`src/rbsi_pkg.sv`:
```
// ----------------------------------------------------------------------------
// rbsi_pkg: shared types and constants for the ray/box slab intersection unit
// Fixed-point widths, register map and the beat payload structs.
// ----------------------------------------------------------------------------
`default_nettype none

package rbsi_pkg;

  localparam int COORD_WIDTH = 32;
  localparam int FRAC_BITS   = 16;
  localparam int NUM_AXES    = 3;
  localparam int ENTRY_W     = COORD_WIDTH - 1;
  // corner minus origin needs one extra bit, the product the sum of both operand widths
  localparam int DIFF_W      = COORD_WIDTH + 1;
  localparam int PROD_W      = DIFF_W + COORD_WIDTH;
  localparam int SHIFT_W     = PROD_W - FRAC_BITS;

  localparam int NUM_REGS    = 2 * NUM_AXES;
  localparam int REG_IDX_W   = $clog2(NUM_REGS);
  localparam int ADDR_W      = REG_IDX_W + 2;
  localparam int DATA_W      = 32;

  localparam logic [REG_IDX_W-1:0] REG_BOX_MIN_X = REG_IDX_W'(0);
  localparam logic [REG_IDX_W-1:0] REG_BOX_MIN_Y = REG_IDX_W'(1);
  localparam logic [REG_IDX_W-1:0] REG_BOX_MIN_Z = REG_IDX_W'(2);
  localparam logic [REG_IDX_W-1:0] REG_BOX_MAX_X = REG_IDX_W'(3);
  localparam logic [REG_IDX_W-1:0] REG_BOX_MAX_Y = REG_IDX_W'(4);
  localparam logic [REG_IDX_W-1:0] REG_BOX_MAX_Z = REG_IDX_W'(5);

  typedef logic signed [COORD_WIDTH-1:0] coord_t;

  typedef struct packed {
    coord_t origin_x;
    coord_t origin_y;
    coord_t origin_z;
    coord_t inv_dir_x;
    coord_t inv_dir_y;
    coord_t inv_dir_z;
  } ray_item_t;

  typedef struct packed {
    logic               hit;
    logic [ENTRY_W-1:0] entry_distance;
  } hit_item_t;

  // per-axis slab interval after saturation
  typedef struct packed {
    coord_t lo;
    coord_t hi;
  } slab_range_t;

  // pipeline stage load enables from the handshake control
  typedef struct packed {
    logic en_s1;
    logic en_s2;
    logic en_s3;
  } stage_ctrl_t;

endpackage

`default_nettype wire

```
`src/rbsi_merge.sv`:
```
// ----------------------------------------------------------------------------
// rbsi_merge: combine the three axis intervals into the hit result
// Near is the largest lower bound, far the smallest upper bound.
// ----------------------------------------------------------------------------
`default_nettype none

module rbsi_merge
  import rbsi_pkg::*;
(
  input  wire logic        clk_i,
  input  wire logic        en_i,
  input  wire slab_range_t slab_i [NUM_AXES],
  output hit_item_t        result_o
);

  coord_t    near_t, far_t;
  hit_item_t result_d, result_q;

  always_comb begin
    near_t = slab_i[0].lo;
    far_t  = slab_i[0].hi;
    for (int a = 1; a < NUM_AXES; a++) begin
      if (slab_i[a].lo > near_t) begin
        near_t = slab_i[a].lo;
      end
      if (slab_i[a].hi < far_t) begin
        far_t = slab_i[a].hi;
      end
    end
    result_d.hit = (far_t >= near_t) && !far_t[COORD_WIDTH-1];
    // origin inside the box gives a negative near, reported as zero
    if (result_d.hit && !near_t[COORD_WIDTH-1]) begin
      result_d.entry_distance = near_t[ENTRY_W-1:0];
    end else begin
      result_d.entry_distance = '0;
    end
  end

  always_ff @(posedge clk_i) begin
    if (en_i) begin
      result_q <= result_d;
    end
  end

  assign result_o = result_q;

endmodule

`default_nettype wire
```
`config.mk`:
```
export PLATFORM = sky130hd
export DESIGN_NAME = rbsi_merge
export DESIGN_NICKNAME = d
export VERILOG_FILES = /design/src/rbsi_pkg.sv /design/src/rbsi_merge.sv
export SDC_FILE = /design/constraint.sdc
export NUM_CORES = 1
export LEC_CHECK = 0
export BUFFER_PORTS_ARGS = -buffer_cell sky130_fd_sc_hd__buf_2
export CAP_MARGIN = 20
export CORE_UTILIZATION = 50
export CTS_BUF_LIST = sky130_fd_sc_hd__clkbuf_4 sky130_fd_sc_hd__clkbuf_8
export DETAILED_ROUTE_END_ITERATION = 6
export PLACE_DENSITY = 0.81
export SYNTH_ARGS = -nofsm -noshare
export SYNTH_HDL_FRONTEND = slang
export SYNTH_SLANG_ARGS = --single-unit
```
`constraint.sdc`:
```
create_clock -name clk_i -period 9 [get_ports clk_i]
set_input_delay 0.9 -clock clk_i [delete_from_list [all_inputs] [get_ports clk_i]]
set_output_delay 0.9 -clock clk_i [all_outputs]
set_load 0.03 [all_outputs]
```
# Word level (Yosys, flattened, before mapping)
# Index checks and enable logic that the tools add are counted.
# totals
ff_bits	32
inputBits	194
out_inout_bits	32
wordCells	15
# op_classes
magnitude_cmp	5
muxes	4
reduce_logical	4
# op_table
cell	n
2-to-1 mux 32 bit	4
greater-than comparator 32 bit	2
< comparator 32 bit	2
>= comparator 32 bit	1
logical AND 1 bit	2
zero test 1 bit	2

# Logic depth before layout (Yosys ltp)
# Gate-level depths: netlist of the first run.
# logic_depth
word_depth	7
mapped_depth	35

# Least setup slack after synthesis of the first run
# No wires, ideal clock.
# synth_path
path_kind	input port to flip-flop
from	in slab_i[191] (netlist name)
to	reg result_q, in the netlist result_o[10], data pin
arrival_time_ns	7.797
required_ns	8.720
setup_slack_ns	0.923
path_stages	31
n_path_buf	6
cell_sequence	inv_1 > clkbuf_1 > ha_1 > nand4_1 > or2_2 > or4_1 > nor2_1 > a21oi_1 > o41ai_2 > buf_2 > buf_2 > mux2i_1 > ha_1 > nand2_1 > or3_1 > or3_1 > or3_1 > o21a_1 > a21oi_2 > buf_6 > buf_8 > mux2_4 > ha_1 > a21o_1 > a21o_1 > a221oi_1 > a21oi_1 > nor3_1 > mux2i_1 > clkbuf_1 > nor4b_2
# synth_between
elab_chain_len	7
word_cells_on_any_way	8
classes_between	order compare: 3; mux: 2; reduce/logical: 3
# synth_lines
element	line_no	source
start: declaration	rbsi_merge.sv:12	input wire slab_range_t slab_i [NUM_AXES],
greater-than comparator 32 bit	rbsi_merge.sv:23	if (slab_i[a].lo > near_t) begin
2-to-1 mux 32 bit *	rbsi_merge.sv:23	
greater-than comparator 32 bit	rbsi_merge.sv:23	
2-to-1 mux 32 bit *	rbsi_merge.sv:23	
>= comparator 32 bit	rbsi_merge.sv:30	result_d.hit = (far_t >= near_t) && !far_t[COORD_WIDTH-1];
logical AND 1 bit	rbsi_merge.sv:30	
logical AND 1 bit	rbsi_merge.sv:32	if (result_d.hit && !near_t[COORD_WIDTH-1]) begin
end signal: assignment	rbsi_merge.sv:41	result_q <= result_d;
end: declaration	rbsi_merge.sv:17	hit_item_t result_d, result_q;
# Mark *: on every way between the ends. The rest lies on a longest branch, timed or not.
# A chain may end at the register's enable or synchronous reset.

# Worst setup path in the final report of the first run
# layout_path
from	in slab_i[167] (netlist name)
to	reg result_q, in the netlist result_o[11], data pin
# The elaborated chain is that of the path after synthesis.

==> flow_summary.ini, run 1 <==
[yosys]
synth_xor_xnor_area_share_pct = 0.229
synth_compound_area_share_pct = 19.6
synth_simple_gate_area_share_pct = 18.3
synth_adder_area_share_pct = 25.8
register_bit_total_from_synthesis = 32
synthMuxAreaShare_pct = 15.2
synthCells = 875
avgSynthCellArea_um2 = 8.76
synth.yosys.seq_area_share_pct = 12.5
synth_cell_types = 56
synth_edf_count = 32
count_of_synthesis_stage_warnings_from_yosys = 0
combinational_family_with_the_most_area_after_synthesis = adder cells
share_of_synthesized_flip_flops_with_an_asynchronous_set_or_reset_pct = 0
ys_dominant_reg_cell = sky130_fd_sc_hd__edfxtp_1
netlist_area_um2 = 7660
synth_fp_nets = 1227

[routing]
num_vias = 7622
antenna_violating_nets_post_route = 0
via_per_inst = 6.04
first_iter_violations = 519
detailedRoute.firstPassIterationCount = 5
post-route-drc-count = 0
wire_length_per_cell_um = 18.1
routed_wirelength_um = 22900

[sta]
timing_worst_slew_pin_value_ps = 862
period_needed_ps = 8390
report.final.slew_viol_count = 0
max_slew_headroom_pct = 42.6
finalSetupTns_ps = 0
clock.fmax_mhz = 119
report.final.setup_viol = 0
worst_hold_margin_ps = 1120
final.period_utilization_pct = 93.2
hold_viol_final = 0
unrepaired_setup_endpoints_after_global_routing = no

[floorplanning]
die_height_um = 126
core-area_um2 = 14800
num_io_pins = 226
num_rows = 44
floorplan.die.width_um = 126
start_util_pct = 51.9
die_area_um2 = 15800

[critical_path]
crit_path_max_fanout = 76
startpoint_type = input pin
crit_path_max_incr_delay_ps = 490
crit_path_capture_type = flip-flop
timing.critical_path.required_ps = 9030
cp-startpoint = slab_i[167]
critical_path_class = in -> reg
critPathSlowestCell = sky130_fd_sc_hd__o41ai_4
worst-endpoint-arrival_ps = 8420
critical_path.endpoint = result_o[11]

[cts]
numCtsBuffers = 5
cts_max_level = 2
post-cts-setup-buffers = 0
clock_tree.buffer_depth = 2
cts_tree = built
clock_tree.root_cell = sky130_fd_sc_hd__clkbuf_8
cts_sinks = 32
clk_pin_slew_worst_setup_hold_paths_ps = 90

[layout]
layout_common_cells = 225 x sky130_fd_sc_hd__buf_2, 158 x sky130_fd_sc_hd__ha_1, 105 x sky130_fd_sc_hd__inv_1, 77 x sky130_fd_sc_hd__a21oi_1, 63 x sky130_fd_sc_hd__mux2i_1
nNetsFinal = 1428
area_growth_syn_to_layout_pct = 18.0
largest_register_ff_count = 32
layout.cells.most_common = sky130_fd_sc_hd__buf_2
drive_gt1_share_pct = 29.6
num_antenna_cells = 0

[pwr]
power.density_cell_area_nw_per_um2 = 150
ir_worst_vdd_v = 0.0000933
power_leakage_nw = 4.50

[job]
maxCapViolations = 0

[placement]
final_weighted_congestion_in_routability_driven_placement = 0.939
dp_hpwl_um = 18700
numPortBuffers = 225

[global_route]
grt-ovfl-total = 0
pin_count_of_the_biggest_net_entering_global_routing = 77
wire_length_of_the_first_global_routing_pass_um = 35700
grt_pass1_vias = 7329
antenna_found_initial = 0
grt_usage_pct = 28.2

[outcome]
status = complete, no violations

[min_path]
worstHoldPathType = in -> reg
final cells by class:
class / instances / area, um2
well taps: 184 / 230
clock inverters: 3 / 18.8
fillers: 1289 / 5710
inverters: 105 / 394
flip-flops and latches: 32 / 961
clock buffers: 5 / 68.8
repair buffers: 238 / 1250
multi-input cells: 694 / 6120
logic make-up (layout without fill, tap and decap cells):
group | count (synthesis) | count (layout)
muxes | 99 | 99
DFF | 32 | 32
xor gates and xnor gates | 2 | 2
buffers and inverters | 149 | 351
AOI/OAI and AO/OA | 231 | 231
adders and majority gates | 158 | 158
and+or+nand+nor | 204 | 204
how the worst min path moves through the flow:
stage                      start  cells past startpoint           end
finish                slab_i[32]                      4   result_o[0]
global route         slab_i[182]                      3  result_o[22]
CTS                   slab_i[32]                      4   result_o[0]
detailed placement  result_o[15]                      1  result_o[15]
global placement     result_o[5]                      1   result_o[5]
floorplan                   en_i                      0   result_o[0]
report_power, final:
| group | total (W) | switching [W] | internal, W |
|---|---|---|---|
| combinational | 0.00101 | 0.000596 | 0.000417 |
| sequential | 0.000219 | 0.0000110 | 0.000208 |
| clock | 0.000121 | 0.0000674 | 0.0000535 |
synth_stat cells (6+ instances only):
library cell,n,share of area (%)
sky130_fd_sc_hd__ha_1,158,26
sky130_fd_sc_hd__inv_1,105,5.1
sky130_fd_sc_hd__a21oi_1,77,5.0
sky130_fd_sc_hd__mux2i_1,65,8.5
sky130_fd_sc_hd__o21ai_0,52,3.4
sky130_fd_sc_hd__nor2_1,45,2.2
sky130_fd_sc_hd__a311oi_1,32,3.7
sky130_fd_sc_hd__edfxtp_1,32,13
sky130_fd_sc_hd__mux2_4,32,6.3
sky130_fd_sc_hd__nor3b_1,30,2.9
sky130_fd_sc_hd__nand4_1,29,2.4
sky130_fd_sc_hd__nor4b_2,29,5.7
sky130_fd_sc_hd__a21o_1,23,2.3
sky130_fd_sc_hd__clkbuf_1,23,1.1
sky130_fd_sc_hd__nand2_1,19,0.93
sky130_fd_sc_hd__nand3_1,16,1.0
sky130_fd_sc_hd__buf_2,11,0.72
sky130_fd_sc_hd__o211ai_1,9,0.88
sky130_fd_sc_hd__nor3_1,8,0.52
sky130_fd_sc_hd__nor2b_1,6,0.49
worst max-delay path, delay by kind of cell:
kind | cells | cell delay (ps)
AO/OA/AOI/OAI | 12 | 2700
adder cells (fa/ha/maj) | 3 | 920
buffers and inverters | 5 | 1250
multiplexers | 3 | 810
AND/OR/NAND/NOR | 6 | 1770
through the flow:
| stage | setup slack (ps) | instance area [um2] | util (%) | total power, W | std cells |
|---|---|---|---|---|---|
| floorplan | 923 | 7660 | - | 0.000956 | 875 |
| finish | 608 | 9040 | 61.3 | 0.00135 | 1261 |
| global placement | 428 | 8950 | 60.7 | 0.00121 | 1253 |
| detailed placement | 185 | 8950 | 60.7 | 0.00123 | 1253 |
| global route | 43.2 | 9040 | 61.3 | 0.00146 | 1261 |
| CTS | 480 | 9040 | 61.2 | 0.00136 | 1261 |
layer usage:
layer | vias up | wire [um] | GRT usage, %
li1 | 3732 | - | -
met4 | 0 | 724 | 11.2
met2 | 338 | 10300 | 47.6
met3 | 54 | 1600 | 2.55
met1 | 3498 | 10300 | 37.1
met5 | - | 0 | 0
repair_timing:
action,in CTS,in global routing
resized for setup,0,2
hold buffers,0,0
endpoints found under the setup margin,0,31
No activity file was read; power rests on OpenSTA's default activity.
==> inputs of run 2 (changes only) <==
- CELL_PAD_IN_SITES_DETAIL_PLACEMENT: not set -> 1
- CELL_PAD_IN_SITES_GLOBAL_PLACEMENT: not set -> 1
- CORE_UTILIZATION: 50 -> 40
- PLACE_DENSITY: 0.81 -> 0.86
==> run 2 against run 1 <==
Via count rose by 0.92%. Global-route usage fell by 1.1 points. Fmax fell by 2.3%. Clock power rose by 26%. Utilization fell by 12 points. Worst setup slack got worse by 190 ps. First-iteration DRC count fell by 45%. Critical path depth rose by 2. Total power rose by 5.6%. Final area rose by 1.7%. Highest routed layer unchanged. Hold slack got worse by 1.8 ps. Largest cell class unchanged. Sequential share of layout area fell by 0.18 points.
==> flow_summary.ini, run 2 (same netlist as run 1, synthesis figures left out) <==
[floorplanning]
num_io_pins = 226
die_height_um = 140
num_rows = 50
core-area_um2 = 18800
floorplan.die.width_um = 140
start_util_pct = 40.8
die_area_um2 = 19700

[sta]
final.period_utilization_pct = 95.4
report.final.slew_viol_count = 0
clock.fmax_mhz = 116
unrepaired_setup_endpoints_after_global_routing = no
hold_viol_final = 0
finalSetupTns_ps = 0
timing.final.ws_setup_ps = 414
report.final.setup_viol = 0
max_slew_headroom_pct = 43.3
period_needed_ps = 8590
timing_worst_slew_pin_value_ps = 851

[layout]
layout.cells.most_common = sky130_fd_sc_hd__buf_2
largest_register_ff_count = 32
area_growth_syn_to_layout_pct = 20.0
drive_gt1_share_pct = 29.9
layout_common_cells = 225 x sky130_fd_sc_hd__buf_2, 158 x sky130_fd_sc_hd__ha_1, 105 x sky130_fd_sc_hd__inv_1, 77 x sky130_fd_sc_hd__a21oi_1, 63 x sky130_fd_sc_hd__mux2i_1
nNetsFinal = 1433

[critical_path]
timing.critical_path.required_ps = 9030
startpoint_type = input pin
crit_path_max_fanout = 49
crit_path_max_incr_delay_ps = 580
worst-endpoint-arrival_ps = 8610
crit_path_capture_type = flip-flop
critPathSlowestCell = sky130_fd_sc_hd__or4_1
critical_path_class = in -> reg

[cts]
numCtsBuffers = 5
cts_repair_resize_count = 0
clock_tree.buffer_depth = 2
cts_sinks = 32
clk_pin_slew_worst_setup_hold_paths_ps = 90
ctsHoldBuffers = 0
clock_tree.root_cell = sky130_fd_sc_hd__clkbuf_8
post-cts-setup-buffers = 0
cts_tree = built
cts_max_level = 2

[placement]
dp_hpwl_um = 22300
final_weighted_congestion_in_routability_driven_placement = 0.887
pre_cts_ws_ps = 77.9
numPortBuffers = 225

[pwr]
ir_worst_vdd_v = 0.000122
power.density_cell_area_nw_per_um2 = 155
power_leakage_nw = 4.55

[routing]
num_vias = 7692
antenna_violating_nets_post_route = 0
detailedRoute.firstPassIterationCount = 5
first_iter_violations = 283
routed_wirelength_um = 26600
via_per_inst = 5.84
wire_length_per_cell_um = 20.2
post-route-drc-count = 0

[outcome]
status = complete, no violations

[global_route]
grt_usage_pct = 27.0
grt-ovfl-total = 0
grt_pass1_vias = 8197
wire_length_of_the_first_global_routing_pass_um = 42100
antenna_found_initial = 1
pin_count_of_the_biggest_net_entering_global_routing = 50

[min_path]
worstHoldPathType = in -> reg

[job]
maxCapViolations = 0
[run 2: changes by cell type in the layout (fill, tap and decap cells not counted), sizes merged]
cell | before | now
clkbuf | 5 | 6
buf | 238 | 243
diode | 0 | 1
clkinvlp | 2 | 0
bufinv | 0 | 1
[run 2: worst max-delay path, delay by kind of cell]
kind,cells,cell delay (ps)
buffers and inverters,6,1230
AOI/OAI and AO/OA,9,1770
adders and majority gates,3,890
muxes,3,790
and+or+nand+nor,10,2970
[run 2: cell type report]
| cell class | count | area, um2 |
|---|---|---|
| timing repair buffer | 243 | 1320 |
| inverter | 105 | 394 |
| antenna | 1 | 2.50 |
| tap | 234 | 293 |
| clock inverter | 2 | 35.0 |
| clock buffer | 6 | 76.3 |
| fill | 2294 | 9570 |
| multi-input combinational | 694 | 6110 |
| sequential | 32 | 961 |
[run 2: final timing paths]
kind / end / slack [ps] / depth (start not counted) / startpoint
hold / removal: result_o[13] / 1120 / 3 / slab_i[173]
setup / recovery: result_o[12] / 410 / 31 / slab_i[187]
[run 2: where the power goes]
group	switching, W	internal [W]
Clock	0.0000674	0.0000854
Sequential	0.0000105	0.000208
Combinational	0.000626	0.000432
[run 2: stage by stage]
stage | hold WS, ps | util (%) | total power [W] | area (um2) | cells
global placement | 1380 | 48.3 | 0.00124 | 9070 | 1307
CTS | 1120 | 48.9 | 0.00144 | 9180 | 1315
floorplan | 1010 | - | 0.000956 | 7660 | 875
global route | 1150 | 49.0 | 0.00155 | 9200 | 1316
detailed placement | 1380 | 48.3 | 0.00128 | 9070 | 1307
finish | 1120 | 49.0 | 0.00143 | 9200 | 1317
[run 2: layer usage]
layer,vias to the layer above,GRT usage (%),part of all wire [%]
met5,-,0,0
met4,0,6.94,1.9
met3,32,3.28,5.1
met2,240,47.6,48
met1,3683,34.8,45
li1,3737,-,-
